**config.mk**
```make
export PLATFORM = sky130hd
export DESIGN_NAME = twodom_div
export DESIGN_NICKNAME = d
export VERILOG_FILES = /design/src/twodom_pkg.sv /design/src/twodom_div.sv
export SDC_FILE = /design/constraint.sdc
export NUM_CORES = 1
export LEC_CHECK = 0
export BUFFER_PORTS_ARGS = -buffer_cell sky130_fd_sc_hd__buf_4
export CAP_MARGIN = 30
export CORE_MARGIN = 4
export CORE_UTILIZATION = 51
export CTS_CLUSTER_DIAMETER = 120
export DETAILED_ROUTE_END_ITERATION = 12
export HOLD_SLACK_MARGIN = 0.06
export PLACE_DENSITY = 0.77
export SLEW_MARGIN = 20
export SYNTH_ARGS = -nofsm -noshare
export SYNTH_HDL_FRONTEND = slang
export SYNTH_SLANG_ARGS = --single-unit
export TNS_END_PERCENT = 20
```
**constraint.sdc**
```tcl
create_clock -name aclk -period 3 [get_ports aclk]
set_clock_uncertainty 0.2 [all_clocks]
set_input_delay 0.45 -clock aclk [delete_from_list [all_inputs] [get_ports aclk]]
set_output_delay 0.45 -clock aclk [all_outputs]
set_load 0.02 [all_outputs]
```
**src/twodom_pkg.sv**
```systemverilog
`timescale 1ns / 1ps
// ----------------------------------------------------------------------------
// twodom_pkg
// Shared types, constants and tables of the three wheel odometry core.
// ----------------------------------------------------------------------------
package twodom_pkg;

    localparam logic [31:0] TWO_PI_Q29 = 32'd3373259426;
    localparam logic [30:0] ONE_Q30    = 31'd1073741824;
    localparam logic signed [33:0] GAIN_Q30 = 34'sd652032874;

    localparam logic [31:0] DPC_RESET   = 32'd402627;
    localparam logic [30:0] LOFF_RESET  = 31'd458752;
    localparam logic [30:0] ROFF_RESET  = 31'd458752;
    localparam logic [30:0] BOFF_RESET  = 31'd327680;

    // Configuration register indexes
    localparam logic [1:0] CFG_DPC  = 2'd0;
    localparam logic [1:0] CFG_LOFF = 2'd1;
    localparam logic [1:0] CFG_ROFF = 2'd2;
    localparam logic [1:0] CFG_BOFF = 2'd3;

    // Rounding right shifts, plus a plain truncating shift for reciprocal divides
    typedef enum logic [2:0] {RND_8, RND_29, RND_30, RND_31, TRUNC_39} rnd_sel_t;

    typedef enum logic [1:0] {MP_IDLE, MP_LO, MP_HI, MP_RND} mul_phase_t;

    typedef enum logic [4:0] {
        S_IDLE, S_DL, S_DR, S_DB, S_DEN, S_DTH, S_DDIV, S_RAD, S_U,
        S_HMUL, S_HDIV, S_T1, S_H, S_T2, S_H2, S_ROT,
        S_M1, S_M2, S_M3, S_M4, S_SAT, S_PUT
    } seq_state_t;

    typedef struct packed {
        logic        start;
        logic        neg;
        rnd_sel_t    rnd;
        logic [63:0] ma;
        logic [32:0] mb;
    } mul_cmd_t;

    typedef struct packed {
        logic               done;
        logic signed [63:0] res;
    } mul_rsp_t;

    typedef struct packed {
        logic        start;
        logic [34:0] rem0;
        logic [31:0] dvd;
        logic [34:0] dsr;
    } div_cmd_t;

    typedef struct packed {
        logic        done;
        logic [31:0] quo;
    } div_rsp_t;

    typedef struct packed {
        logic        start;
        logic [31:0] angle;
    } cord_cmd_t;

    typedef struct packed {
        logic               done;
        logic signed [33:0] sn;
        logic signed [33:0] cs;
    } cord_rsp_t;

    function automatic logic [5:0] rnd_shift(input rnd_sel_t sel);
        logic [5:0] s;
        unique case (sel)
            RND_8:    s = 6'd8;
            RND_29:   s = 6'd29;
            RND_30:   s = 6'd30;
            RND_31:   s = 6'd31;
            TRUNC_39: s = 6'd39;
            default:  s = 6'd8;
        endcase
        return s;
    endfunction

    // Divisors of the sine series steps, highest term first
    function automatic logic [6:0] horner_div(input logic [2:0] idx);
        logic [6:0] d;
        case (idx)
            3'd0:    d = 7'd110;
            3'd1:    d = 7'd72;
            3'd2:    d = 7'd42;
            3'd3:    d = 7'd20;
            default: d = 7'd6;
        endcase
        return d;
    endfunction

    // ceil(2^39 / d) for the same divisors; exact floor division of any
    // 32-bit dividend after a truncating shift by 39
    function automatic logic [36:0] horner_recip(input logic [2:0] idx);
        logic [36:0] m;
        case (idx)
            3'd0:    m = 37'd4997780127;
            3'd1:    m = 37'd7635497416;
            3'd2:    m = 37'd13089424141;
            3'd3:    m = 37'd27487790695;
            default: m = 37'd91625968982;
        endcase
        return m;
    endfunction

    // atan(2^-i) as a binary angle
    function automatic logic [31:0] atan_bam(input logic [4:0] idx);
        logic [31:0] a;
        case (idx)
            5'd0:    a = 32'h20000000;
            5'd1:    a = 32'h12E4051E;
            5'd2:    a = 32'h09FB385B;
            5'd3:    a = 32'h051111D4;
            5'd4:    a = 32'h028B0D43;
            5'd5:    a = 32'h0145D7E1;
            5'd6:    a = 32'h00A2F61E;
            5'd7:    a = 32'h00517C55;
            5'd8:    a = 32'h0028BE53;
            5'd9:    a = 32'h00145F2F;
            5'd10:   a = 32'h000A2F98;
            5'd11:   a = 32'h000517CC;
            5'd12:   a = 32'h00028BE6;
            5'd13:   a = 32'h000145F3;
            5'd14:   a = 32'h0000A2F9;
            5'd15:   a = 32'h0000517C;
            5'd16:   a = 32'h000028BE;
            5'd17:   a = 32'h0000145F;
            5'd18:   a = 32'h00000A2F;
            5'd19:   a = 32'h00000517;
            5'd20:   a = 32'h0000028B;
            5'd21:   a = 32'h00000145;
            5'd22:   a = 32'h000000A2;
            5'd23:   a = 32'h00000051;
            5'd24:   a = 32'h00000028;
            5'd25:   a = 32'h00000014;
            5'd26:   a = 32'h0000000A;
            5'd27:   a = 32'h00000005;
            5'd28:   a = 32'h00000002;
            5'd29:   a = 32'h00000001;
            default: a = 32'h00000000;
        endcase
        return a;
    endfunction

endpackage

```
**src/twodom_div.sv**
```systemverilog
`timescale 1ns / 1ps
// ----------------------------------------------------------------------------
// twodom_div
// Restoring divider, one quotient bit per cycle, 32 bits.
// ----------------------------------------------------------------------------
module twodom_div
    import twodom_pkg::*;
(
    input  logic     aclk,
    input  logic     aresetn,
    input  div_cmd_t cmd,
    output div_rsp_t rsp
);

    logic        busy_reg;
    logic        done_reg;
    logic [4:0]  cnt_reg;
    logic [34:0] rem_reg;
    logic [31:0] dvd_reg;
    logic [34:0] dsr_reg;
    logic [31:0] quo_reg;

    logic [35:0] rs;
    logic        ge;
    logic [35:0] rn;

    assign rs = {rem_reg, dvd_reg[31]};
    assign ge = rs >= {1'b0, dsr_reg};
    assign rn = ge ? (rs - {1'b0, dsr_reg}) : rs;

    always_ff @(posedge aclk) begin
        if (!aresetn) begin
            busy_reg <= 1'b0;
            done_reg <= 1'b0;
            cnt_reg  <= '0;
        end else begin
            done_reg <= 1'b0;
            if (!busy_reg && cmd.start) begin
                busy_reg <= 1'b1;
                cnt_reg  <= '0;
            end else if (busy_reg) begin
                cnt_reg <= cnt_reg + 5'd1;
                if (cnt_reg == 5'd31) begin
                    busy_reg <= 1'b0;
                    done_reg <= 1'b1;
                end
            end
        end
    end

    always_ff @(posedge aclk) begin
        if (!busy_reg && cmd.start) begin
            rem_reg <= cmd.rem0;
            dvd_reg <= cmd.dvd;
            dsr_reg <= cmd.dsr;
        end else if (busy_reg) begin
            rem_reg <= rn[34:0];
            dvd_reg <= {dvd_reg[30:0], 1'b0};
            quo_reg <= {quo_reg[30:0], ge};
        end
    end

    assign rsp.done = done_reg;
    assign rsp.quo  = quo_reg;

endmodule

```
# --- Word-level counts from Yosys, hierarchy flattened ---
# Cells that the tools add are included.
op_classes:
  add_sub_neg: 2
  n_lt_le_gt_ge: 1
  n_eq_ne: 1
  mux: 9
  n_bitwise: 3
  n_reduce_logical: 6
ops:
  columns: ["operator", "count"]
  rows:
  - ["$mux 35", 3]
  - ["$mux 32", 2]
  - ["$ge 36x35->1", 1]
  - ["$sub 35x35->35", 1]
  - ["$add 5x1->5 const B", 1]
  - ["$eq 5x5->1 const B", 1]
  - ["$mux 1", 4]
  - ["$not 1->1", 3]
  - ["$reduce_or 3->1", 1]
  - ["$reduce_and 2->1", 1]
  - ["$reduce_bool 2->1", 1]
  - ["$reduce_or 2->1", 1]
  - ["$logic_and 1x1->1", 1]
  - ["$logic_not 1->1", 1]
word_totals:
  ff_bits: 141
  input_bits: 105
  output_inout_bits: 33
  elab_cells: 29

# --- Depth between registers and ports, before layout ---
depth:
  ltp_word: 4
  ltp_mapped: 14
  depth_no_buf: 13

# --- Worst setup path after synthesis ---
# OpenSTA, ideal clock, no wires.
synth_path:
  kind: "register -> register"
  from: "register dvd_reg[31]"
  to: "register rem_reg[22] (data pin)"
  setup_ps: 265
  t_arrival_ps: 2432
  required_time_ps: 2535
  setup_slack_ps: 104
  stages_incl_launch_ff: 13
  n_path_buf: 0
  synth_period_minus_slack_ps: 2896
  path_cell_list: "edfxtp_1 inv_1 ha_1 fa_1 nor2b_1 o31a_1 o21ai_0 o21ai_1 a21oi_1 o21a_1 o31ai_1 xnor2_1 o211ai_1"
synth_between:
  elab_chain_len: 4
  elab_cells_between_ends: 5
  cone_classes: "1 x add/sub; 1 x order compare; 3 x mux"
synth_rtl:
  columns: ["element", "line", "source"]
  rows:
  - ["start, declared", "twodom_div.sv:19", "logic [31:0] dvd_reg;"]
  - ["start signal, assigned", "twodom_div.sv:54", "dvd_reg <= cmd.dvd;"]
  - ["start signal, assigned", "twodom_div.sv:58", "dvd_reg <= {dvd_reg[30:0], 1'b0};"]
  - ["$sub 35x35->35 / $ge 36x35->1 (equally long branches)", "twodom_div.sv:29, twodom_div.sv:28", null]
  - ["$mux 35 *", "twodom_div.sv:29", "assign rn = ge ? (rs - {1'b0, dsr_reg}) : rs;"]
  - ["$mux 35 *", "twodom_div.sv:56", "end else if (busy_reg) begin"]
  - ["$mux 35 *", "twodom_div.sv:52", "if (!busy_reg && cmd.start) begin"]
  - ["end signal, assigned", "twodom_div.sv:53", "rem_reg <= cmd.rem0;"]
  - ["end signal, assigned", "twodom_div.sv:57", "rem_reg <= rn[34:0];"]
  - ["end, declared", "twodom_div.sv:18", "logic [34:0] rem_reg;"]
# Mark *: on every way between the ends. The rest lies on a longest branch, timed or not. The select of a mux whose other input is x is not followed.
# A chain may end at the register's enable or synchronous reset.

# --- Final worst setup path ---
layout_path:
  from: "register dvd_reg[31]"
  to: "register rem_reg[28] (data pin)"
# Same word-level chain as after synthesis.

==> run_results.csv <==
group,metric,value,unit
yosys,netlist_instances,703,
setup_path,critPathMostFrequentCell,"inv_2",
drt,drtIter0Drc,459,
die,initial_core_util,52.0,%
drt,vias,6138,
drt,final_antenna_net_count,0,
hold_path,hold_path_class,"input port to flop",
setup_path,startpoint_type,"flop",
grt,grt-ovfl-total,0,
power,pwr_density_cell,941,nW/um^2
finish,nets,1075,
finish,stdcell_area,10400,um^2
setup_path,r2r-start,"dvd_reg[31]",
grt,met2_usage,38.7,%
placement,dpl.hpwl,12800,um
sta,setup_slack,-98.6,ps
drt,first_pass_iters,5,
finish,multi_input_area,3250,um^2
sta,drv_slew,0,
yosys,syn-cell-area,7540,um^2
yosys,syn_area_per_cell,10.7,um^2
placement,place_worst_setup_slack,-125,ps
die,pin_count,138,
power,total_power,0.00978,W
yosys,synth-edff-count,134,
grt,use_met3,4.45,%
clocking,cts.clk_slew.worst_paths,70,ps
drt,wl_per_cell,16.7,um
drt,drt-total-wl,18900,um
setup_path,critPathKind,"flop to flop",
clocking,cts_tree,"built",
sta,finalSetupViolCount,27,
hold_path,hold_depth,2,
sta,rsz0062_at_grt,"yes",
setup_path,crit_chain,"inv_2, ha_4, fa_2, nor2b_2, o31a_1, o211ai_2, nand3_2, o21ai_4, a31oi_4, a21oi_4, inv_2, bufbuf_16, mux2i_1, o21ai_1",
die,rows,44,
grt,top_usage_layer,"met2",
yosys,synth_seq_cells,141,
run,drv_cap,0,
yosys,synthArstFlopShare,0,%
hold_path,hp-start,"aresetn",
finish,seq_area,4160,um^2
clocking,root_buffer,"clkbuf_16",
power,peakVddDrop,0.578,mV
yosys,synth_seq_area_share,55.3,%
die,die_x,130,um
placement,post_dp_cell_area,9120,um^2
clocking,h-tree-depth,4,
grt,grt_util_met1,28.9,%
drt,drc,0,
placement,numPortBuffers,137,
finish,syn_to_final_growth,37.9,%
grt,grt_pass1_vias,6209,
setup_path,r2r_cells,14,
setup_path,cp.required,2960,ps
setup_path,rrSetupSlack,-100,ps
hold_path,holdPathEnd,"cnt_reg[0]",
setup_path,crit_arrival,3050,ps
setup_path,critPathMaxFanout,4,
yosys,yosysWarnings,0,
die,core-area,14500,um^2
drt,vias_per_cell,5.44,
run_status,status,"complete, but fails checks",
grt,antenna_found_initial,0,
sta,relSlewSlack,62.2,%
clocking,clkSinkCount,141,
setup_path,cp_top_family,"compound AO/OA/AOI/OAI gates",
sta,worst_pin_slew,562,ps
grt,grt_start_max_net_pins,93,
run_status,violations,"setup timing",
setup_path,r2r_end,"rem_reg[28]",
setup_path,max_stage_delay,400,ps
grt,grt_pass1_wl,30200,um
yosys,yosysUniqueCellTypes,60,
finish,drive_gt1_share,29.4,%
sta,hold_viol_final,0,
clocking,cts_inserted_buffers,17,
finish,fillCellCount,1043,
die,fp.dieH,130,um
power,p_leak,4.52,nW
clocking,clock_latency,420,ps
placement,place.gp.congestion,0.944,
setup_path,path_buf_inv,3,
sta,max_freq,323,MHz
setup_path,critPathCaptureType,"flop",
grt,grt_usage,22.6,%
finish,diodes,0,
die,die_area,16800,um^2
clocking,clockBufferDepth,2,
yosys,synth_fp_nets,846,
setup_path,slowest_stage,"edfxtp_1",
sta,fin_crit_sh,103,%
sta,tns,-795,ps
yosys,synth-main-ff-cell,"edfxtp_1",
sta,period_needed,3100,ps
==> cells by family after synthesis <==
| group | synth area share (%) |
|---|---|
| xor+xnor | 3.49 |
| simple gates | 15.4 |
| flops | 55.3 |
| fa+ha+maj | 6.41 |
| buf+inv | 4.05 |
| compound gates | 12.6 |
| mux | 2.81 |
==> per-layer routing <==
metal | routed length, um | vias up
li1 | - | 2987
met1 | 8070 | 2932
met2 | 9490 | 189
met3 | 954 | 30
met4 | 357 | 0
met5 | 0 | -
==> how the worst max path moves through the flow <==
stage	endpoint	depth (start not counted)	startpoint	slack [ps]
after floorplan	rem_reg[22]	12	dvd_reg[31]	100
after global placement	rem_reg[22]	12	dvd_reg[31]	-90
after detailed placement	rem_reg[22]	12	dvd_reg[31]	-120
after CTS	rem_reg[28]	14	dvd_reg[31]	-40
after global routing	rem_reg[5]	14	dvd_reg[31]	-260
final	rem_reg[28]	14	dvd_reg[31]	-100
==> Yosys cell counts (3+ instances only) <==
| library cell | instances | area (um^2) |
|---|---|---|
| a21o_1 | 9 | 67.6 |
| buf_2 | 4 | 20.0 |
| nand4_1 | 10 | 62.6 |
| nor3b_1 | 4 | 30.0 |
| inv_1 | 43 | 161 |
| nor4_1 | 5 | 31.3 |
| o21ai_1 | 5 | 25.0 |
| clkbuf_1 | 18 | 67.6 |
| o21a_1 | 4 | 30.0 |
| ha_1 | 37 | 463 |
| edfxtp_1 | 134 | 4020 |
| xnor2_1 | 16 | 140 |
| or3_1 | 4 | 25.0 |
| a31oi_1 | 7 | 43.8 |
| a211oi_1 | 3 | 22.5 |
| buf_6 | 3 | 33.8 |
| mux2i_1 | 20 | 200 |
| or2_2 | 3 | 18.8 |
| o21bai_1 | 5 | 37.5 |
| o211ai_1 | 6 | 45.0 |
| dfxtp_1 | 7 | 140 |
| o31ai_1 | 3 | 22.5 |
| nand3_1 | 25 | 125 |
| nor3_1 | 3 | 15.0 |
| nand2b_1 | 4 | 25.0 |
| nor2b_1 | 8 | 50.1 |
| a21oi_1 | 60 | 300 |
| o21ai_0 | 23 | 115 |
| nor2_1 | 41 | 154 |
| and3_1 | 4 | 25.0 |
| xor2_1 | 14 | 123 |
| nand2_1 | 136 | 510 |
==> area by class of cell <==
| cell class | count | share of cell area (%) |
|---|---|---|
| Multi-Input combinational cell | 490 | 31.3 |
| Inverter | 45 | 1.63 |
| Clock inverter | 15 | 2.01 |
| Timing Repair Buffer | 237 | 18.7 |
| Sequential cell | 141 | 40.1 |
| Tap cell | 184 | 2.22 |
| Clock buffer | 17 | 4.09 |
==> placed cells by master (no fill, tap or decap), types with 9 or more instances in the layout <==
| cell type | Yosys | layout |
|---|---|---|
| xor2_1 | 14 | 13 |
| edfxtp_1 | 134 | 134 |
| dlygate4sd3_1 | 0 | 35 |
| nand2_1 | 136 | 135 |
| nand4_1 | 10 | 10 |
| clkbuf_16 | 0 | 17 |
| nand3_1 | 25 | 24 |
| nor2_1 | 41 | 40 |
| ha_1 | 37 | 30 |
| mux2i_1 | 20 | 19 |
| a21o_1 | 9 | 9 |
| a21oi_1 | 60 | 58 |
| xnor2_1 | 16 | 16 |
| buf_4 | 2 | 195 |
| o21ai_0 | 23 | 21 |
| inv_1 | 43 | 42 |
==> report_power, final <==
| group | switching [W] | total (W) | internal [W] |
|---|---|---|---|
| logic | 0.00238 | 0.00459 | 0.00221 |
| clock network | 0.000881 | 0.00229 | 0.00141 |
| registers | 0.000219 | 0.00289 | 0.00268 |
==> metrics by stage <==
step                std cells  hold slack [ps]  utilization (%)
detailed placement       1052              244             63.0
global route             1129             82.0             71.8
CTS                      1125             63.1             70.8
global placement         1052              236             63.0
finish                   1129             82.3             71.8
floorplan                 703              291                -
==> timing repair <==
item,in CTS,in global routing
endpoints found under the hold margin,35,0
hold buffers,35,0
buffers inserted,5,4
pin swaps,9,21
gates cloned,1,0
setup endpoints to repair,33,35
resized for setup,15,18
No activity file was read; power rests on OpenSTA's default activity.
