<file path="src/twodom_pkg.sv">
`timescale 1ns / 1ps
// ----------------------------------------------------------------------------
// twodom_pkg
// Shared types, constants and tables of the three wheel odometry core.
// ----------------------------------------------------------------------------
package twodom_pkg;

    localparam logic [31:0] TWO_PI_Q29 = 32'd3373259426;
    localparam logic [30:0] ONE_Q30    = 31'd1073741824;
    localparam logic signed [33:0] GAIN_Q30 = 34'sd652032874;

    localparam logic [31:0] DPC_RESET   = 32'd402627;
    localparam logic [30:0] LOFF_RESET  = 31'd458752;
    localparam logic [30:0] ROFF_RESET  = 31'd458752;
    localparam logic [30:0] BOFF_RESET  = 31'd327680;

    // Configuration register indexes
    localparam logic [1:0] CFG_DPC  = 2'd0;
    localparam logic [1:0] CFG_LOFF = 2'd1;
    localparam logic [1:0] CFG_ROFF = 2'd2;
    localparam logic [1:0] CFG_BOFF = 2'd3;

    // Rounding right shifts, plus a plain truncating shift for reciprocal divides
    typedef enum logic [2:0] {RND_8, RND_29, RND_30, RND_31, TRUNC_39} rnd_sel_t;

    typedef enum logic [1:0] {MP_IDLE, MP_LO, MP_HI, MP_RND} mul_phase_t;

    typedef enum logic [4:0] {
        S_IDLE, S_DL, S_DR, S_DB, S_DEN, S_DTH, S_DDIV, S_RAD, S_U,
        S_HMUL, S_HDIV, S_T1, S_H, S_T2, S_H2, S_ROT,
        S_M1, S_M2, S_M3, S_M4, S_SAT, S_PUT
    } seq_state_t;

    typedef struct packed {
        logic        start;
        logic        neg;
        rnd_sel_t    rnd;
        logic [63:0] ma;
        logic [32:0] mb;
    } mul_cmd_t;

    typedef struct packed {
        logic               done;
        logic signed [63:0] res;
    } mul_rsp_t;

    typedef struct packed {
        logic        start;
        logic [34:0] rem0;
        logic [31:0] dvd;
        logic [34:0] dsr;
    } div_cmd_t;

    typedef struct packed {
        logic        done;
        logic [31:0] quo;
    } div_rsp_t;

    typedef struct packed {
        logic        start;
        logic [31:0] angle;
    } cord_cmd_t;

    typedef struct packed {
        logic               done;
        logic signed [33:0] sn;
        logic signed [33:0] cs;
    } cord_rsp_t;

    function automatic logic [5:0] rnd_shift(input rnd_sel_t sel);
        logic [5:0] s;
        unique case (sel)
            RND_8:    s = 6'd8;
            RND_29:   s = 6'd29;
            RND_30:   s = 6'd30;
            RND_31:   s = 6'd31;
            TRUNC_39: s = 6'd39;
            default:  s = 6'd8;
        endcase
        return s;
    endfunction

    // Divisors of the sine series steps, highest term first
    function automatic logic [6:0] horner_div(input logic [2:0] idx);
        logic [6:0] d;
        case (idx)
            3'd0:    d = 7'd110;
            3'd1:    d = 7'd72;
            3'd2:    d = 7'd42;
            3'd3:    d = 7'd20;
            default: d = 7'd6;
        endcase
        return d;
    endfunction

    // ceil(2^39 / d) for the same divisors; exact floor division of any
    // 32-bit dividend after a truncating shift by 39
    function automatic logic [36:0] horner_recip(input logic [2:0] idx);
        logic [36:0] m;
        case (idx)
            3'd0:    m = 37'd4997780127;
            3'd1:    m = 37'd7635497416;
            3'd2:    m = 37'd13089424141;
            3'd3:    m = 37'd27487790695;
            default: m = 37'd91625968982;
        endcase
        return m;
    endfunction

    // atan(2^-i) as a binary angle
    function automatic logic [31:0] atan_bam(input logic [4:0] idx);
        logic [31:0] a;
        case (idx)
            5'd0:    a = 32'h20000000;
            5'd1:    a = 32'h12E4051E;
            5'd2:    a = 32'h09FB385B;
            5'd3:    a = 32'h051111D4;
            5'd4:    a = 32'h028B0D43;
            5'd5:    a = 32'h0145D7E1;
            5'd6:    a = 32'h00A2F61E;
            5'd7:    a = 32'h00517C55;
            5'd8:    a = 32'h0028BE53;
            5'd9:    a = 32'h00145F2F;
            5'd10:   a = 32'h000A2F98;
            5'd11:   a = 32'h000517CC;
            5'd12:   a = 32'h00028BE6;
            5'd13:   a = 32'h000145F3;
            5'd14:   a = 32'h0000A2F9;
            5'd15:   a = 32'h0000517C;
            5'd16:   a = 32'h000028BE;
            5'd17:   a = 32'h0000145F;
            5'd18:   a = 32'h00000A2F;
            5'd19:   a = 32'h00000517;
            5'd20:   a = 32'h0000028B;
            5'd21:   a = 32'h00000145;
            5'd22:   a = 32'h000000A2;
            5'd23:   a = 32'h00000051;
            5'd24:   a = 32'h00000028;
            5'd25:   a = 32'h00000014;
            5'd26:   a = 32'h0000000A;
            5'd27:   a = 32'h00000005;
            5'd28:   a = 32'h00000002;
            5'd29:   a = 32'h00000001;
            default: a = 32'h00000000;
        endcase
        return a;
    endfunction

endpackage

</file>
<file path="src/twodom_mul.sv">
`timescale 1ns / 1ps
// ----------------------------------------------------------------------------
// twodom_mul
// Shared multiplier: 64 x 33 bit magnitude product in two 32-bit halves,
// then a rounding (or truncating) right shift and the sign.
// ----------------------------------------------------------------------------
module twodom_mul
    import twodom_pkg::*;
(
    input  logic     aclk,
    input  logic     aresetn,
    input  mul_cmd_t cmd,
    output mul_rsp_t rsp
);

    mul_phase_t   phase_reg, phase_next;
    logic [63:0]  ma_reg;
    logic [32:0]  mb_reg;
    logic         neg_reg;
    rnd_sel_t     rnd_reg;
    logic [96:0]  acc_reg;
    logic         done_reg;
    logic signed [63:0] res_reg;

    logic [31:0]  ma_half;
    logic [64:0]  pp;
    logic [5:0]   shamt;
    logic [96:0]  rbias;
    logic [96:0]  rsum;
    logic [96:0]  shifted;
    logic [63:0]  mag;

    always_comb begin
        phase_next = phase_reg;
        unique case (phase_reg)
            MP_IDLE: if (cmd.start) phase_next = MP_LO;
            MP_LO:   phase_next = MP_HI;
            MP_HI:   phase_next = MP_RND;
            MP_RND:  phase_next = MP_IDLE;
            default: phase_next = MP_IDLE;
        endcase
    end

    assign ma_half = (phase_reg == MP_LO) ? ma_reg[31:0] : ma_reg[63:32];
    assign pp      = ma_half * mb_reg;
    assign shamt   = rnd_shift(rnd_reg);
    assign rbias   = (rnd_reg == TRUNC_39) ? '0 : ((97'd1 << shamt) >> 1);
    assign rsum    = acc_reg + rbias;
    assign shifted = rsum >> shamt;
    assign mag     = shifted[63:0];

    always_ff @(posedge aclk) begin
        if (!aresetn) begin
            phase_reg <= MP_IDLE;
            done_reg  <= 1'b0;
        end else begin
            phase_reg <= phase_next;
            done_reg  <= (phase_reg == MP_RND);
        end
    end

    always_ff @(posedge aclk) begin
        if (phase_reg == MP_IDLE && cmd.start) begin
            ma_reg  <= cmd.ma;
            mb_reg  <= cmd.mb;
            neg_reg <= cmd.neg;
            rnd_reg <= cmd.rnd;
        end
        case (phase_reg)
            MP_LO:   acc_reg <= {32'd0, pp};
            MP_HI:   acc_reg <= acc_reg + {pp, 32'd0};
            MP_RND:  res_reg <= neg_reg ? -$signed(mag) : $signed(mag);
            default: ;
        endcase
    end

    assign rsp.done = done_reg;
    assign rsp.res  = res_reg;

endmodule

</file>
<file path="config.mk">
export PLATFORM = sky130hd
export DESIGN_NAME = twodom_mul
export DESIGN_NICKNAME = d
export VERILOG_FILES = /design/src/twodom_pkg.sv /design/src/twodom_mul.sv
export SDC_FILE = /design/constraint.sdc
export NUM_CORES = 2
export LEC_CHECK = 0
export BUFFER_PORTS_ARGS = -buffer_cell sky130_fd_sc_hd__buf_2
export CORE_ASPECT_RATIO = 0.7
export CORE_MARGIN = 2
export CORE_UTILIZATION = 60
export DETAILED_ROUTE_END_ITERATION = 12
export GPL_TIMING_DRIVEN = 1
export PLACE_DENSITY = 0.77
export SETUP_SLACK_MARGIN = 0.15
export SLEW_MARGIN = 10
export SYNTH_ARGS = -nofsm -noshare
export SYNTH_HDL_FRONTEND = slang
export SYNTH_SLANG_ARGS = --single-unit
export TNS_END_PERCENT = 1
</file>
<file path="constraint.sdc">
create_clock -name aclk -period 12.7 [get_ports aclk]
set_input_delay 3.81 -clock aclk [delete_from_list [all_inputs] [get_ports aclk]]
set_output_delay 3.81 -clock aclk [all_outputs]
set_load 0.05 [all_outputs]
</file>
Word level (Yosys, flattened, before mapping)

Cells that the tools add are included.

Add/subtract/negate cells: 3
Multiply operators: 1
Equal/unequal tests: 8
Shifts and indexed selects: 2
Multiplexer cells: 7
Reductions and logical operators: 3

Operator list:

| kind                                                                  | number |
|---|---|
| 97-bit one-hot mux with 2 select lines                                | 1 |
| 97-bit by 96-bit adder with 97-bit output                             | 1 |
| 97-bit adder                                                          | 1 |
| 1-bit by 6-bit left shift with 97-bit output, first input constant    | 1 |
| 97-bit by 6-bit >> shifter with 64-bit output                         | 1 |
| 96-bit 2-to-1 mux                                                     | 1 |
| 32-bit by 33-bit multiplier with 65-bit output                        | 1 |
| 64-bit 2-to-1 mux                                                     | 1 |
| 64-bit negation                                                       | 1 |
| 32-bit 2-to-1 mux                                                     | 1 |
| 6-bit one-hot mux with 4 select lines                                 | 1 |
| 2-bit one-hot mux with 4 select lines                                 | 1 |
| 3-bit by 2-bit equality test with 1-bit output, second input constant | 2 |
| 2-bit equality test, second input constant                            | 2 |
| 3-bit by 1-bit equality test with 1-bit output, second input constant | 1 |
| 3-bit equality test, second input constant                            | 1 |
| 2-bit by 1-bit equality test with 1-bit output, second input constant | 1 |
| 2-bit logical NOT                                                     | 1 |
| 2-bit 2-to-1 mux                                                      | 1 |
| 2-bit != test, second input constant                                  | 1 |
| 2-bit nonzero test                                                    | 1 |
| 1-bit logical AND                                                     | 1 |

Flip-flop bits (word level): 265
Output and inout port bits: 65
Word-level logic and storage cells: 32

Depth between registers and ports, before layout

Depth after elaboration: 8
Mapped depth: 48
Depth with buffers taken out: 45

Worst setup path before layout

No wires, ideal clock.

Path kind: register to register
Start: register phase_reg[1]
End: register acc_reg[95], data pin
Setup time: 0.255 ns
Arrival: 11.291 ns
Setup slack: 1.154 ns
Cell stages (with the launch flop): 44
Buffers on the path: 3
Period minus slack after synthesis: 11.546 ns
Cells stage by stage: dfxtp_1 > inv_1 > ha_1 > clkbuf_1 > buf_1 > mux2_2 > clkbuf_1 > and2_1 > fa_1 > inv_1 > fa_1 > fa_1 > fa_1 > inv_1 > ha_1 > ha_1 > fa_1 > fa_1 > [... 8 more ...] > a21oi_1 > xnor2_1 > ha_1 > nand4_1 > nor2_1 > a2111oi_0 > o221ai_1 > a41oi_1 > o21ai_0 > o21ai_0 > nand3_1 > a311oi_1 > o21ai_0 > a2bb2oi_1 > a211oi_1 > a41oi_1 > xnor2_1 > and2_1

Cells in the longest elaborated chain, start to end: 5

Ends and longest elaborated chain:

| what                                           | line                               | source |
|---|---|---|
| start: declaration                             | twodom_mul.sv:16                   | `mul_phase_t phase_reg, phase_next;` |
| start signal: assignment                       | twodom_mul.sv:57                   | `phase_reg <= phase_next;` |
| 2-bit by 1-bit equality test with 1-bit output | twodom_mul.sv:44, twodom_mul.sv:69 |  |
| 32-bit 2-to-1 mux                              | twodom_mul.sv:44                   | `assign ma_half = (phase_reg == MP_LO) ? ma_reg[31:0] : ma_reg[63:32];` |
| 32-bit by 33-bit multiplier with 65-bit output | twodom_mul.sv:45                   | `assign pp = ma_half * mb_reg;` |
| 97-bit adder                                   | twodom_mul.sv:71                   | `MP_HI: acc_reg <= acc_reg + {pp, 32'd0};` |
| 97-bit one-hot mux with 2 select lines (*)     | twodom_mul.sv:69                   | `case (phase_reg)` |
| end signal: assignment                         | twodom_mul.sv:70                   | `MP_LO: acc_reg <= {32'd0, pp};` |
| end signal: assignment                         | twodom_mul.sv:71                   |  |
| end: declaration                               | twodom_mul.sv:21                   | `logic [96:0] acc_reg;` |

Mark *: on every way between the ends. The rest lies on a longest branch, timed or not.
A chain may end at the register's enable or synchronous reset.

Final worst setup path

Start: register phase_reg[1]
End: register acc_reg[96], data pin

Same word-level chain as after synthesis.

==> implementation parameters <==
Parameter                              Value

Synth
  Synthesis Warnings    0
  Cell type with the highest aggregate area in the netlist    sky130_fd_sc_hd__fa_1
  Portion of synthesized cell area occupied by the leading cell type    0.329
  Async set or reset register ratio after synthesis    0
  Cell area after synthesis    56,400 sq um
  Number of register bits inferred by synthesis    265
  Cell types with the largest area share after synthesis    sky130_fd_sc_hd__fa_1, sky130_fd_sc_hd__edfxtp_1, sky130_fd_sc_hd__ha_1, sky130_fd_sc_hd__inv_1, sky130_fd_sc_hd__and2_1
  Most common flop cell mapped by yosys    sky130_fd_sc_hd__edfxtp_1
  Syn avg cell area    9.10 sq um
  Seq/Total Area, Yosys    0.140
  Post-Syn Instances    6,202
  Count of cell types in the netlist    104
  Post-synth EDFFs    262

Critical path
  Number of buffers and inverters on the critical path    4
  Slowest library cell on the worst path    sky130_fd_sc_hd__xnor2_1
  Setup slack, reg-to-reg    0.58 ns
  Crit path DAT    12.49 ns
  Crit path required time    13.07 ns
  Crit path max fanout    33
  Startpoint-to-endpoint class of the critical path    reg2reg
  Delay-heaviest family, CP    adder cells
  Delay of the slowest cell on the worst path    0.73 ns
  Cell mode on critical path    sky130_fd_sc_hd__fa_1
  Nature of the critical path endpoint    register
  CP Launch Type    register

Clock network
  Maximum clock insertion buffer count    3
  Number of clock sinks    265
  Buffer cell driving the clock tree root    sky130_fd_sc_hd__clkbuf_16
  CTS tree    done
  Clock network latency to the later pin of the worst-skew pair    0.63 ns
  Clock-pin slew reported for the worst setup and hold paths after clock tree synthesis    0.07 ns
  Clock buffer count from CTS    29
  Hold buffer count at CTS    0
  CTS HTree Levels    1

Floorplan
  Die X    371 microns
  I/O Pins    169
  Starting density of the core    0.603
  Die footprint    96,600 sq um
  FP Rows    94
  Die height    261 microns
  Core outline area    93,600 sq um

Detailed routing
  Antenna violation net count after detailed routing    0
  Via Count    47.5k
  Post-detailed-route wirelength per cell    25.0 microns
  Post-detailed-route DRC marker count    0
  Number of DRC markers after the initial detailed-route iteration    5,778
  Routed wire length    189 mm
  Detailed-router iteration count before antenna repair    9
  Routed vias/inst    6.30

Timing
  Hold WS    0.606 ns
  Max-Slew Margin vs Limit    0.0945
  Setup TNS after final layout    0 ns
  Final hold violation count    0
  Final worst path period need    12.12 ns
  Final worst-path cycle share    0.954
  Setup-failing EPs final    0
  Clock skew    0.0230 ns
  Achievable clock frequency    82.5 MHz
  Slew at the pin closest to its max-slew limit    1.35 ns
  RSZ-0062 raised after global routing    true
  Final Max Slew Viols    0

Layout
  Commonest cells after routing, fill and taps aside    sky130_fd_sc_hd__inv_1, sky130_fd_sc_hd__fa_1, sky130_fd_sc_hd__nand2_1, sky130_fd_sc_hd__and2_1, sky130_fd_sc_hd__ha_1
  Area delta synth->final    5.87%
  Cell Count, Final, Fillers Out    7,547
  Core Util, Final    0.638
  Final layout net count    7,704
  Commonest non-fill, non-tap cell in the layout    sky130_fd_sc_hd__inv_1
  Layout cell share with drive strength beyond 1    0.0732
  Flip-flop count of the largest register, all copies and words added    97

Place
  Total instance count after detailed placement    7,489
  Half-perimeter wire length after placement    154 mm
  Count of buffers from port buffering    168
  Final weighted congestion in routability-driven placement    1.08

Global route
  GRT overflow    0
  Largest net degree at the start of global routing    66
  Global-route wire length before repair    285 mm
  GRT Util Overall    0.392
  Antenna violations before repair    6
  Number of global-route vias before repair    46.4k

Job
  Max Cap Violations    0

Outcome
  Status    complete, no violations

Min path
  Worst min path class    reg2reg
[kinds of logic after synthesis]
family          Yosys count  share of synthesized area
compound gates         1018                      0.122
xor+xnor                247                     0.0383
fa+ha+maj              1331                      0.418
buf+inv                1222                     0.0815
flops                   265                      0.140
mux                      95                     0.0184
other cells               1                  0.0000664
simple gates           2023                      0.181
[per-stage QoR]
step                setup slack [ns]  area [sq um]
CTS                            0.523         59700
global placement               0.873         58800
finish                         0.582         59800
detailed placement             0.607         58800
global route                  0.0925         59700
floorplan                       1.15         56700
[worst reg2reg max path, delay by kind of cell (launching register included)]
family	cells	cell delay [ns]
adder cells (fa/ha/maj)	11	5.18
AO/OA/AOI/OAI	13	3.14
AND/OR/NAND/NOR	5	1.00
XOR/XNOR	2	0.88
multiplexers	1	0.67
buffers and inverters	4	0.61
flip-flops	1	0.36
[per-layer routing]
metal	routed length (microns)	global-route usage	vias up
li1	-	-	20417
met1	80200	0.596	23694
met2	73000	0.516	3088
met3	30500	0.165	332
met4	4670	0.0811	6
met5	207	0.00888	-
[repair_timing]
item                                    CTS  global route
setup buffers                             0             0
resized for setup                         0            11
endpoints found under the setup margin    0            11
[cells in the mapped netlist, drive strengths merged (11+ instances only)]
cell type / instances
inv: 929
fa: 928
nand2: 811
and2: 548
ha: 400
a21oi: 278
clkbuf: 271
edfxtp: 262
nor2: 191
o21ai: 182
xnor2: 153
a21o: 132
xor2: 94
nand3: 83
nand4: 71
mux2: 69
nor3: 60
nor2b: 56
o21a: 42
o211ai: 35
and3: 34
a211oi: 33
a31oi: 32
or3: 28
mux2i: 26
or2: 26
nand2b: 25
nor4: 24
o21bai: 24
o221ai: 24
and4: 23
o31ai: 22
a221oi: 19
a21boi: 18
buf: 18
o22ai: 18
a2111oi: 16
a211o: 13
a311oi: 12
o2111ai: 11
[layout make-up]
cell class / count / area [sq um]
fillers: 7716 / 33900
diodes: 5 / 12.5
flip-flops and latches: 265 / 7930
multi-input cells: 4774 / 44200
clock inverters: 21 / 185
well taps: 1248 / 1560
repair buffers: 269 / 1600
inverters: 933 / 3500
clock buffers: 32 / 737
[path summary, 6_finish.rpt]
kind | startpoint | endpoint | cells after the start
worst max-delay path | phase_reg[1] | acc_reg[96] | 36
worst min-delay path | phase_reg[1] | phase_reg[1] | 2
worst max register to register | phase_reg[1] | acc_reg[96] | 36
worst min register to register | phase_reg[1] | phase_reg[1] | 2
Power is left out: the tool's default activity adds up to more than one toggle a clock period on the data nets, which glitch-free logic cannot reach.
