`config.mk`:
```
export PLATFORM = sky130hd
export DESIGN_NAME = twodom_cordic
export DESIGN_NICKNAME = d
export VERILOG_FILES = /design/src/twodom_pkg.sv /design/src/twodom_cordic.sv
export SDC_FILE = /design/constraint.sdc
export NUM_CORES = 1
export LEC_CHECK = 0
export ABC_AREA = 1
export BUFFER_PORTS_ARGS = -buffer_cell sky130_fd_sc_hd__clkbuf_2
export CORE_ASPECT_RATIO = 0.7
export CORE_MARGIN = 8
export CORE_UTILIZATION = 58
export CTS_BUF_LIST = sky130_fd_sc_hd__clkbuf_16
export DETAILED_ROUTE_END_ITERATION = 8
export GPL_TIMING_DRIVEN = 1
export PLACE_DENSITY = 0.86
export SKIP_LAST_GASP = 1
export SLEW_MARGIN = 30
export SYNTH_ARGS = -nofsm -noshare
export SYNTH_HDL_FRONTEND = slang
export SYNTH_SLANG_ARGS = --single-unit
```
`constraint.sdc`:
```
create_clock -name aclk -period 4.45 [get_ports aclk]
set_clock_uncertainty 0.05 [all_clocks]
set_input_delay 0.2225 -clock aclk [delete_from_list [all_inputs] [get_ports aclk]]
set_output_delay 0.2225 -clock aclk [all_outputs]
set_load 0.01 [all_outputs]
```
`src/twodom_pkg.sv`:
```
`timescale 1ns / 1ps
// ----------------------------------------------------------------------------
// twodom_pkg
// Shared types, constants and tables of the three wheel odometry core.
// ----------------------------------------------------------------------------
package twodom_pkg;

    localparam logic [31:0] TWO_PI_Q29 = 32'd3373259426;
    localparam logic [30:0] ONE_Q30    = 31'd1073741824;
    localparam logic signed [33:0] GAIN_Q30 = 34'sd652032874;

    localparam logic [31:0] DPC_RESET   = 32'd402627;
    localparam logic [30:0] LOFF_RESET  = 31'd458752;
    localparam logic [30:0] ROFF_RESET  = 31'd458752;
    localparam logic [30:0] BOFF_RESET  = 31'd327680;

    // Configuration register indexes
    localparam logic [1:0] CFG_DPC  = 2'd0;
    localparam logic [1:0] CFG_LOFF = 2'd1;
    localparam logic [1:0] CFG_ROFF = 2'd2;
    localparam logic [1:0] CFG_BOFF = 2'd3;

    // Rounding right shifts, plus a plain truncating shift for reciprocal divides
    typedef enum logic [2:0] {RND_8, RND_29, RND_30, RND_31, TRUNC_39} rnd_sel_t;

    typedef enum logic [1:0] {MP_IDLE, MP_LO, MP_HI, MP_RND} mul_phase_t;

    typedef enum logic [4:0] {
        S_IDLE, S_DL, S_DR, S_DB, S_DEN, S_DTH, S_DDIV, S_RAD, S_U,
        S_HMUL, S_HDIV, S_T1, S_H, S_T2, S_H2, S_ROT,
        S_M1, S_M2, S_M3, S_M4, S_SAT, S_PUT
    } seq_state_t;

    typedef struct packed {
        logic        start;
        logic        neg;
        rnd_sel_t    rnd;
        logic [63:0] ma;
        logic [32:0] mb;
    } mul_cmd_t;

    typedef struct packed {
        logic               done;
        logic signed [63:0] res;
    } mul_rsp_t;

    typedef struct packed {
        logic        start;
        logic [34:0] rem0;
        logic [31:0] dvd;
        logic [34:0] dsr;
    } div_cmd_t;

    typedef struct packed {
        logic        done;
        logic [31:0] quo;
    } div_rsp_t;

    typedef struct packed {
        logic        start;
        logic [31:0] angle;
    } cord_cmd_t;

    typedef struct packed {
        logic               done;
        logic signed [33:0] sn;
        logic signed [33:0] cs;
    } cord_rsp_t;

    function automatic logic [5:0] rnd_shift(input rnd_sel_t sel);
        logic [5:0] s;
        unique case (sel)
            RND_8:    s = 6'd8;
            RND_29:   s = 6'd29;
            RND_30:   s = 6'd30;
            RND_31:   s = 6'd31;
            TRUNC_39: s = 6'd39;
            default:  s = 6'd8;
        endcase
        return s;
    endfunction

    // Divisors of the sine series steps, highest term first
    function automatic logic [6:0] horner_div(input logic [2:0] idx);
        logic [6:0] d;
        case (idx)
            3'd0:    d = 7'd110;
            3'd1:    d = 7'd72;
            3'd2:    d = 7'd42;
            3'd3:    d = 7'd20;
            default: d = 7'd6;
        endcase
        return d;
    endfunction

    // ceil(2^39 / d) for the same divisors; exact floor division of any
    // 32-bit dividend after a truncating shift by 39
    function automatic logic [36:0] horner_recip(input logic [2:0] idx);
        logic [36:0] m;
        case (idx)
            3'd0:    m = 37'd4997780127;
            3'd1:    m = 37'd7635497416;
            3'd2:    m = 37'd13089424141;
            3'd3:    m = 37'd27487790695;
            default: m = 37'd91625968982;
        endcase
        return m;
    endfunction

    // atan(2^-i) as a binary angle
    function automatic logic [31:0] atan_bam(input logic [4:0] idx);
        logic [31:0] a;
        case (idx)
            5'd0:    a = 32'h20000000;
            5'd1:    a = 32'h12E4051E;
            5'd2:    a = 32'h09FB385B;
            5'd3:    a = 32'h051111D4;
            5'd4:    a = 32'h028B0D43;
            5'd5:    a = 32'h0145D7E1;
            5'd6:    a = 32'h00A2F61E;
            5'd7:    a = 32'h00517C55;
            5'd8:    a = 32'h0028BE53;
            5'd9:    a = 32'h00145F2F;
            5'd10:   a = 32'h000A2F98;
            5'd11:   a = 32'h000517CC;
            5'd12:   a = 32'h00028BE6;
            5'd13:   a = 32'h000145F3;
            5'd14:   a = 32'h0000A2F9;
            5'd15:   a = 32'h0000517C;
            5'd16:   a = 32'h000028BE;
            5'd17:   a = 32'h0000145F;
            5'd18:   a = 32'h00000A2F;
            5'd19:   a = 32'h00000517;
            5'd20:   a = 32'h0000028B;
            5'd21:   a = 32'h00000145;
            5'd22:   a = 32'h000000A2;
            5'd23:   a = 32'h00000051;
            5'd24:   a = 32'h00000028;
            5'd25:   a = 32'h00000014;
            5'd26:   a = 32'h0000000A;
            5'd27:   a = 32'h00000005;
            5'd28:   a = 32'h00000002;
            5'd29:   a = 32'h00000001;
            default: a = 32'h00000000;
        endcase
        return a;
    endfunction

endpackage

```
`src/twodom_cordic.sv`:
```
`timescale 1ns / 1ps
// ----------------------------------------------------------------------------
// twodom_cordic
// Iterative CORDIC rotator: sine and cosine (Q1.30) of a binary angle.
// ----------------------------------------------------------------------------
module twodom_cordic
    import twodom_pkg::*;
#(
    parameter int STEPS = 24
) (
    input  logic      aclk,
    input  logic      aresetn,
    input  cord_cmd_t cmd,
    output cord_rsp_t rsp
);

    localparam int CNT_W = $clog2(STEPS);

    logic               busy_reg;
    logic               done_reg;
    logic [CNT_W-1:0]   cnt_reg;
    logic signed [33:0] x_reg, y_reg, z_reg;
    logic               flip_reg;

    logic signed [33:0] z0, z_fold;
    logic               flip;
    logic [4:0]         idx;
    logic signed [33:0] xs, ys, at;

    always_comb begin
        z0     = 34'($signed(cmd.angle));
        z_fold = z0;
        flip   = 1'b0;
        if (z0 > 34'sd1073741824) begin
            z_fold = z0 - 34'sd2147483648;
            flip   = 1'b1;
        end else if (z0 < -34'sd1073741824) begin
            z_fold = z0 + 34'sd2147483648;
            flip   = 1'b1;
        end
    end

    assign idx = 5'(cnt_reg);
    assign xs  = x_reg >>> idx;
    assign ys  = y_reg >>> idx;
    assign at  = $signed({2'b00, atan_bam(idx)});

    always_ff @(posedge aclk) begin
        if (!aresetn) begin
            busy_reg <= 1'b0;
            done_reg <= 1'b0;
            cnt_reg  <= '0;
        end else begin
            done_reg <= 1'b0;
            if (!busy_reg && cmd.start) begin
                busy_reg <= 1'b1;
                cnt_reg  <= '0;
            end else if (busy_reg) begin
                cnt_reg <= cnt_reg + 1'b1;
                if (cnt_reg == CNT_W'(STEPS - 1)) begin
                    busy_reg <= 1'b0;
                    done_reg <= 1'b1;
                end
            end
        end
    end

    always_ff @(posedge aclk) begin
        if (!busy_reg && cmd.start) begin
            x_reg    <= GAIN_Q30;
            y_reg    <= '0;
            z_reg    <= z_fold;
            flip_reg <= flip;
        end else if (busy_reg) begin
            if (!z_reg[33]) begin
                x_reg <= x_reg - ys;
                y_reg <= y_reg + xs;
                z_reg <= z_reg - at;
            end else begin
                x_reg <= x_reg + ys;
                y_reg <= y_reg - xs;
                z_reg <= z_reg + at;
            end
        end
    end

    assign rsp.done = done_reg;
    assign rsp.sn   = flip_reg ? -y_reg : y_reg;
    assign rsp.cs   = flip_reg ? -x_reg : x_reg;

endmodule

```
Word-level counts from Yosys, hierarchy flattened
Memory sizes are Yosys's and may differ from the RTL's. A register that Yosys moved wholly into a read port is not among the register bits. Cells that the tools add are included.

Memories: 1. Bits of input ports: 35. Register bits: 110. Bits in read-only memories: 960. Word-level logic and storage cells: 47. Output and inout bits: 69.

Memory list: (name not given) (depth 32, width 30, read ports 1, clocked after Yosys merged registers in 1, write ports 0, line twodom_pkg.sv:113) `case (idx)`.

Equal/unequal tests: 1. $lt $le $gt $ge: 2. Bitwise gates (word level): 2. Mux-type cells: 16. $add $sub $neg: 11. Reductions and logical operators: 5. Shift-type cells: 2.

Operators by type and width (number): 2-to-1 mux 34 bit (9); adder 34 bit (2); negation 34 bit (2); >>> shifter 34 x 5 -> 34 bit (2); subtractor 34 bit (2); adder 32 x 33 -> 34 bit, second input constant (1); adder 34 x 33 -> 34 bit (1); subtractor 32 x 33 -> 34 bit, second input constant (1); subtractor 34 x 33 -> 34 bit (1); > comparator 32 bit, second input constant (1); less-than comparator 32 x 31 -> 1 bit, second input constant (1); 2-to-1 mux 5 bit (2); adder 5 x 1 -> 5 bit, second input constant (1); equality test 5 bit, second input constant (1); 2-to-1 mux 1 bit (5); OR reduction 3 bit (1); NOT 1 bit (2); nonzero test 2 bit (1); OR reduction 2 bit (1); logical AND 1 bit (1); zero test 1 bit (1).

Logic depth before layout (Yosys ltp)
Word-level depth: 4. Depth in mapped cells: 38. Mapped depth without buffers: 35.

Worst setup path before layout
No wires, ideal clock.

Path kind: register -> register. Start point: reg cnt_reg[0]. End point: reg x_reg[29]. Buffers on the path: 3. Arrival time: 3.973 ns. Setup slack: 0.313 ns. Cell stages (with the launch flop): 32. Clock period less this slack: 4.137 ns. Library setup time: 0.114 ns. Data required time: 4.286 ns. Path through: dfxtp_1 -> buf_4 -> inv_2 -> buf_6 -> buf_8 -> nand2_2 -> nand3_1 -> nand3_1 -> nand3_1 -> nand3_1 -> nand2_1 -> inv_2 -> ha_1 -> nand4_2 -> nor2_4 -> inv_2 -> nor2_1 -> nor2_1 -> xor2_1 -> inv_1 -> ha_1 -> a21oi_1 -> nor2_1 -> nor2_1 -> o21ai_0 -> a211oi_1 -> o21ai_0 -> a21boi_0 -> o21ai_0 -> a21oi_1 -> o21bai_1 -> inv_1.

Word-level cells in the longest chain between the ends: 3. Elaborated cells on any way between the ends: 4. Classes of those cells: 2 x add/sub; 1 x shift; 1 x mux.

Ends and longest elaborated chain: start: declaration (line twodom_cordic.sv:21) `logic [CNT_W-1:0] cnt_reg;`; start signal: assignment (line twodom_cordic.sv:59) `cnt_reg <= cnt_reg + 1'b1;`; >>> shifter 34 x 5 -> 34 bit * (line twodom_cordic.sv:45) `assign ys = y_reg >>> idx;`; subtractor 34 bit / adder 34 bit (equally long branches) (line twodom_cordic.sv:76, twodom_cordic.sv:80); 2-to-1 mux 34 bit * (line twodom_cordic.sv:75) `if (!z_reg[33]) begin`; end signal: assignment (line twodom_cordic.sv:76) `x_reg <= x_reg - ys;`; end signal: assignment (line twodom_cordic.sv:80) `x_reg <= x_reg + ys;`; end: declaration (line twodom_cordic.sv:22) `logic signed [33:0] x_reg, y_reg, z_reg;`.

Every way passes the cells marked *; elsewhere a longest branch is shown, timed or not. A chain may end at the register's enable or synchronous reset.

Worst setup path in the final report
Start point: reg cnt_reg[0]. End point: reg y_reg[31].

Word-level cells in the longest chain between the ends: 3. Elaborated cells on any way between the ends: 4. Classes of those cells: 2 x add/sub; 1 x shift; 1 x mux.

Ends and longest elaborated chain: >>> shifter 34 x 5 -> 34 bit * (line twodom_cordic.sv:44) `assign xs = x_reg >>> idx;`; adder 34 bit / subtractor 34 bit (equally long branches) (line twodom_cordic.sv:77, twodom_cordic.sv:81); 2-to-1 mux 34 bit * (line twodom_cordic.sv:75); end signal: assignment (line twodom_cordic.sv:77) `y_reg <= y_reg + xs;`; end signal: assignment (line twodom_cordic.sv:81) `y_reg <= y_reg - xs;`; end: declaration (line twodom_cordic.sv:22).

Marks and branches as above.

==> out/metrics.cfg <==
[sta]
slew_violations=0
rsz0062_at_grt=true
layout_worst_path_cycle_share_pct=107
final_hold_viol_count=0
fmax_mhz=210
report.final.setup_viol=26
fin_crit_ns=4.76
worst_slew_margin_rel_pct=51.3
timing_worst_slew_pin_value_ns=0.730
final.setup.worst_slack_ns=-0.314

[cells_and_area]
multiInputGateArea_um2=15500
layout.nets=3721
layout.cells.non_filler=4004
sequential_cell_area_um2=3160
drive_gt1_share_pct=33.3
layout_commonest_cell=sky130_fd_sc_hd__nand2_1
final_area_um2=25800
layout_overhead_on_the_synthesized_area_pct=42.5
antenna_diode_count=0
layout_common_cells=675 x sky130_fd_sc_hd__nand2_1, 511 x sky130_fd_sc_hd__buf_4, 295 x sky130_fd_sc_hd__nand3_1
layout.filler_cells=2058

[drt]
finalWirelength_mm=83.5
drcViolationCount=3
detail-route-antenna-nets=0
drtPass1Iterations=9
vias=25300
drt-initial-drc-count=4743
route.detailed.wl_per_inst_um=20.9
routed_via_density=6.32

[setup_path]
cp.arrival_ns=5.09
critical-path-max-stage-delay_ns=0.42
worstSetupStartpointType=flop
critical_path.endpoint_type=flop
worst_path_max_delay_cell=sky130_fd_sc_hd__dfxtp_4
required_time_worst_endpoint_ns=4.78
critical_path_class=flop to flop
critical_path_peak_fanout=6

[floorplanning]
floorplan.initialDensity_pct=58.6
design.core.area_um2=30900
boundaryPins=104
die_span_in_y_um=164
design.die.area_um2=37300
rows=54
die_width_um=227

[placed_design]
numPlacedInstances=3930
post-dp-hpwl_mm=59.5
placed_cell_area_um2=22600
port_buffers=103
gp_congestion=1.02

[grt]
grt_antenna_before_repair=0
grt_start_max_net_pins=60
groute.usage.overall_pct=39.6
via_count_of_the_first_global_routing_pass=22100
globalRoute.totalOverflow=0
grt_pass1_wl_mm=118

[clock_tree]
worst_skew_pair.late_latency_ns=0.47
clk_pin_slew_ns=0.08
root_buffer=sky130_fd_sc_hd__clkbuf_16
clock_buffer_count_from_cts=17
clock_path_buffers=2
tritoncts=yes
htree_num_levels=4
cts.sink_count=140

[yosys]
synth-edff-count=35
synth.yosys.warnings=0
synth.net_count=3181
yosysSeqAreaShare_pct=17.4
synth-seq-cells=140
yosys.cell_types.count=61
synthTopCellsByArea=sky130_fd_sc_hd__nand2_1 16%, sky130_fd_sc_hd__dfxtp_1 12%, sky130_fd_sc_hd__nand3_1 12%
synth_area_per_cell_um2=5.98
post-synth-top-area-cell=sky130_fd_sc_hd__nand2_1
postSynth.topFlopCell=sky130_fd_sc_hd__dfxtp_1
netlist_instances=3031
synth_async_sr_flop_share_pct=0
yosysTopAreaCellShare_pct=16.2
mappedNetlistArea_um2=18100

[run_status]
status=finished, violations left
violations=DRC, setup timing

[flow_run]
maxCapViolCount=0

[pwr]
pwr_density_cell_nw_per_um2=942
power.ir.vdd_worst_mv=1.13
power_leakage_uw=0.0127

[worst_hold_path]
hold_path_class=primary input to flop

repair_timing:
item,in CTS,in global routing
resized for setup,127,414
hold endpoints to repair,2,0
cloned,1,4
pin swaps,59,142
setup endpoints to repair,25,45
buffers inserted,11,25
hold buffers,1,0
critical path, delay by kind of cell, from the launching register on:
kind / cells / cell delay, ns
AOI/OAI and AO/OA: 5 / 0.83
xor gates and xnor gates: 1 / 0.08
adders and majority gates: 2 / 0.48
buffers and inverters: 10 / 1.09
DFF: 1 / 0.42
and+or+nand+nor: 17 / 1.72
where the power goes:
group          leakage [uW]  total, uW  switching, uW  internal (uW)
combinational        0.0112      20400          11700           8680
clock              0.000270       1500            719            779
sequential          0.00122       2410            569           1840
cell type report:
cell class                      count  area share [%]
Tap cell                          420            2.03
Clock inverter                     15           0.533
Clock buffer                       17            1.65
Inverter                          284            4.15
Timing Repair Buffer              653            19.5
Multi-Input combinational cell   2475            59.9
Sequential cell                   140            12.2
cells by family after synthesis:
logic type                 after synthesis  share of synthesized area, %
xor gates and xnor gates               188                          9.08
buffers and inverters                  416                          9.29
and+or+nand+nor                       1645                          39.8
DFF                                    140                          17.4
AOI/OAI and AO/OA                      527                          16.4
adders and majority gates              115                          8.06
metal layers:
layer	vias up	global-route usage, %	share of wire [%]
met3	464	14.0	16
met5	-	0	0
met2	2065	56.9	41
met1	11500	55.1	38
li1	11300	-	-
met4	0	11.1	4.4
through the flow:
stage | utilization (%) | power, uW | TNS [ns] | setup slack [ns] | hold slack [ns]
after floorplan | - | 11800 | 0 | 0.313 | 0.324
after global placement | 72.9 | 18200 | -0.891 | -0.228 | 0.426
after detailed placement | 73.0 | 18800 | -3.50 | -0.405 | 0.444
after CTS | 76.9 | 20900 | -0.306 | -0.135 | 0.00441
after global routing | 83.5 | 25600 | -7.87 | -0.517 | 0.0245
final | 83.5 | 24300 | -3.54 | -0.314 | 0.0139
path summary, 6_finish.rpt:
check / from / to / slack [ns] / cells past startpoint
hold reg to reg: x_reg[0]$_SDFFE_PP0P_ / x_reg[0]$_SDFFE_PP0P_ / 0.57 / 3
setup reg to reg: cnt_reg[0]$_SDFFE_PP0P_ / y_reg[31]$_SDFFE_PP0P_ / -0.31 / 35
hold / removal: cmd[13] / z_reg[13]$_DFFE_PP_ / 0.01 / 3
setup / recovery: cnt_reg[0]$_SDFFE_PP0P_ / y_reg[31]$_SDFFE_PP0P_ / -0.31 / 35
Yosys cell counts (24+ instances only):
cell,number
sky130_fd_sc_hd__nand2_1,782
sky130_fd_sc_hd__nand3_1,419
sky130_fd_sc_hd__nor2_1,268
sky130_fd_sc_hd__inv_1,263
sky130_fd_sc_hd__o21ai_0,189
sky130_fd_sc_hd__a21oi_1,174
sky130_fd_sc_hd__xor2_1,136
sky130_fd_sc_hd__ha_1,112
sky130_fd_sc_hd__dfxtp_1,105
sky130_fd_sc_hd__clkbuf_1,60
sky130_fd_sc_hd__xnor2_1,52
sky130_fd_sc_hd__nor3_1,38
sky130_fd_sc_hd__buf_2,35
sky130_fd_sc_hd__edfxtp_1,35
sky130_fd_sc_hd__nand2_2,33
sky130_fd_sc_hd__a31oi_1,32
sky130_fd_sc_hd__nor4_1,26
sky130_fd_sc_hd__nand4_1,24
Power figures use the tool's default switching activity.
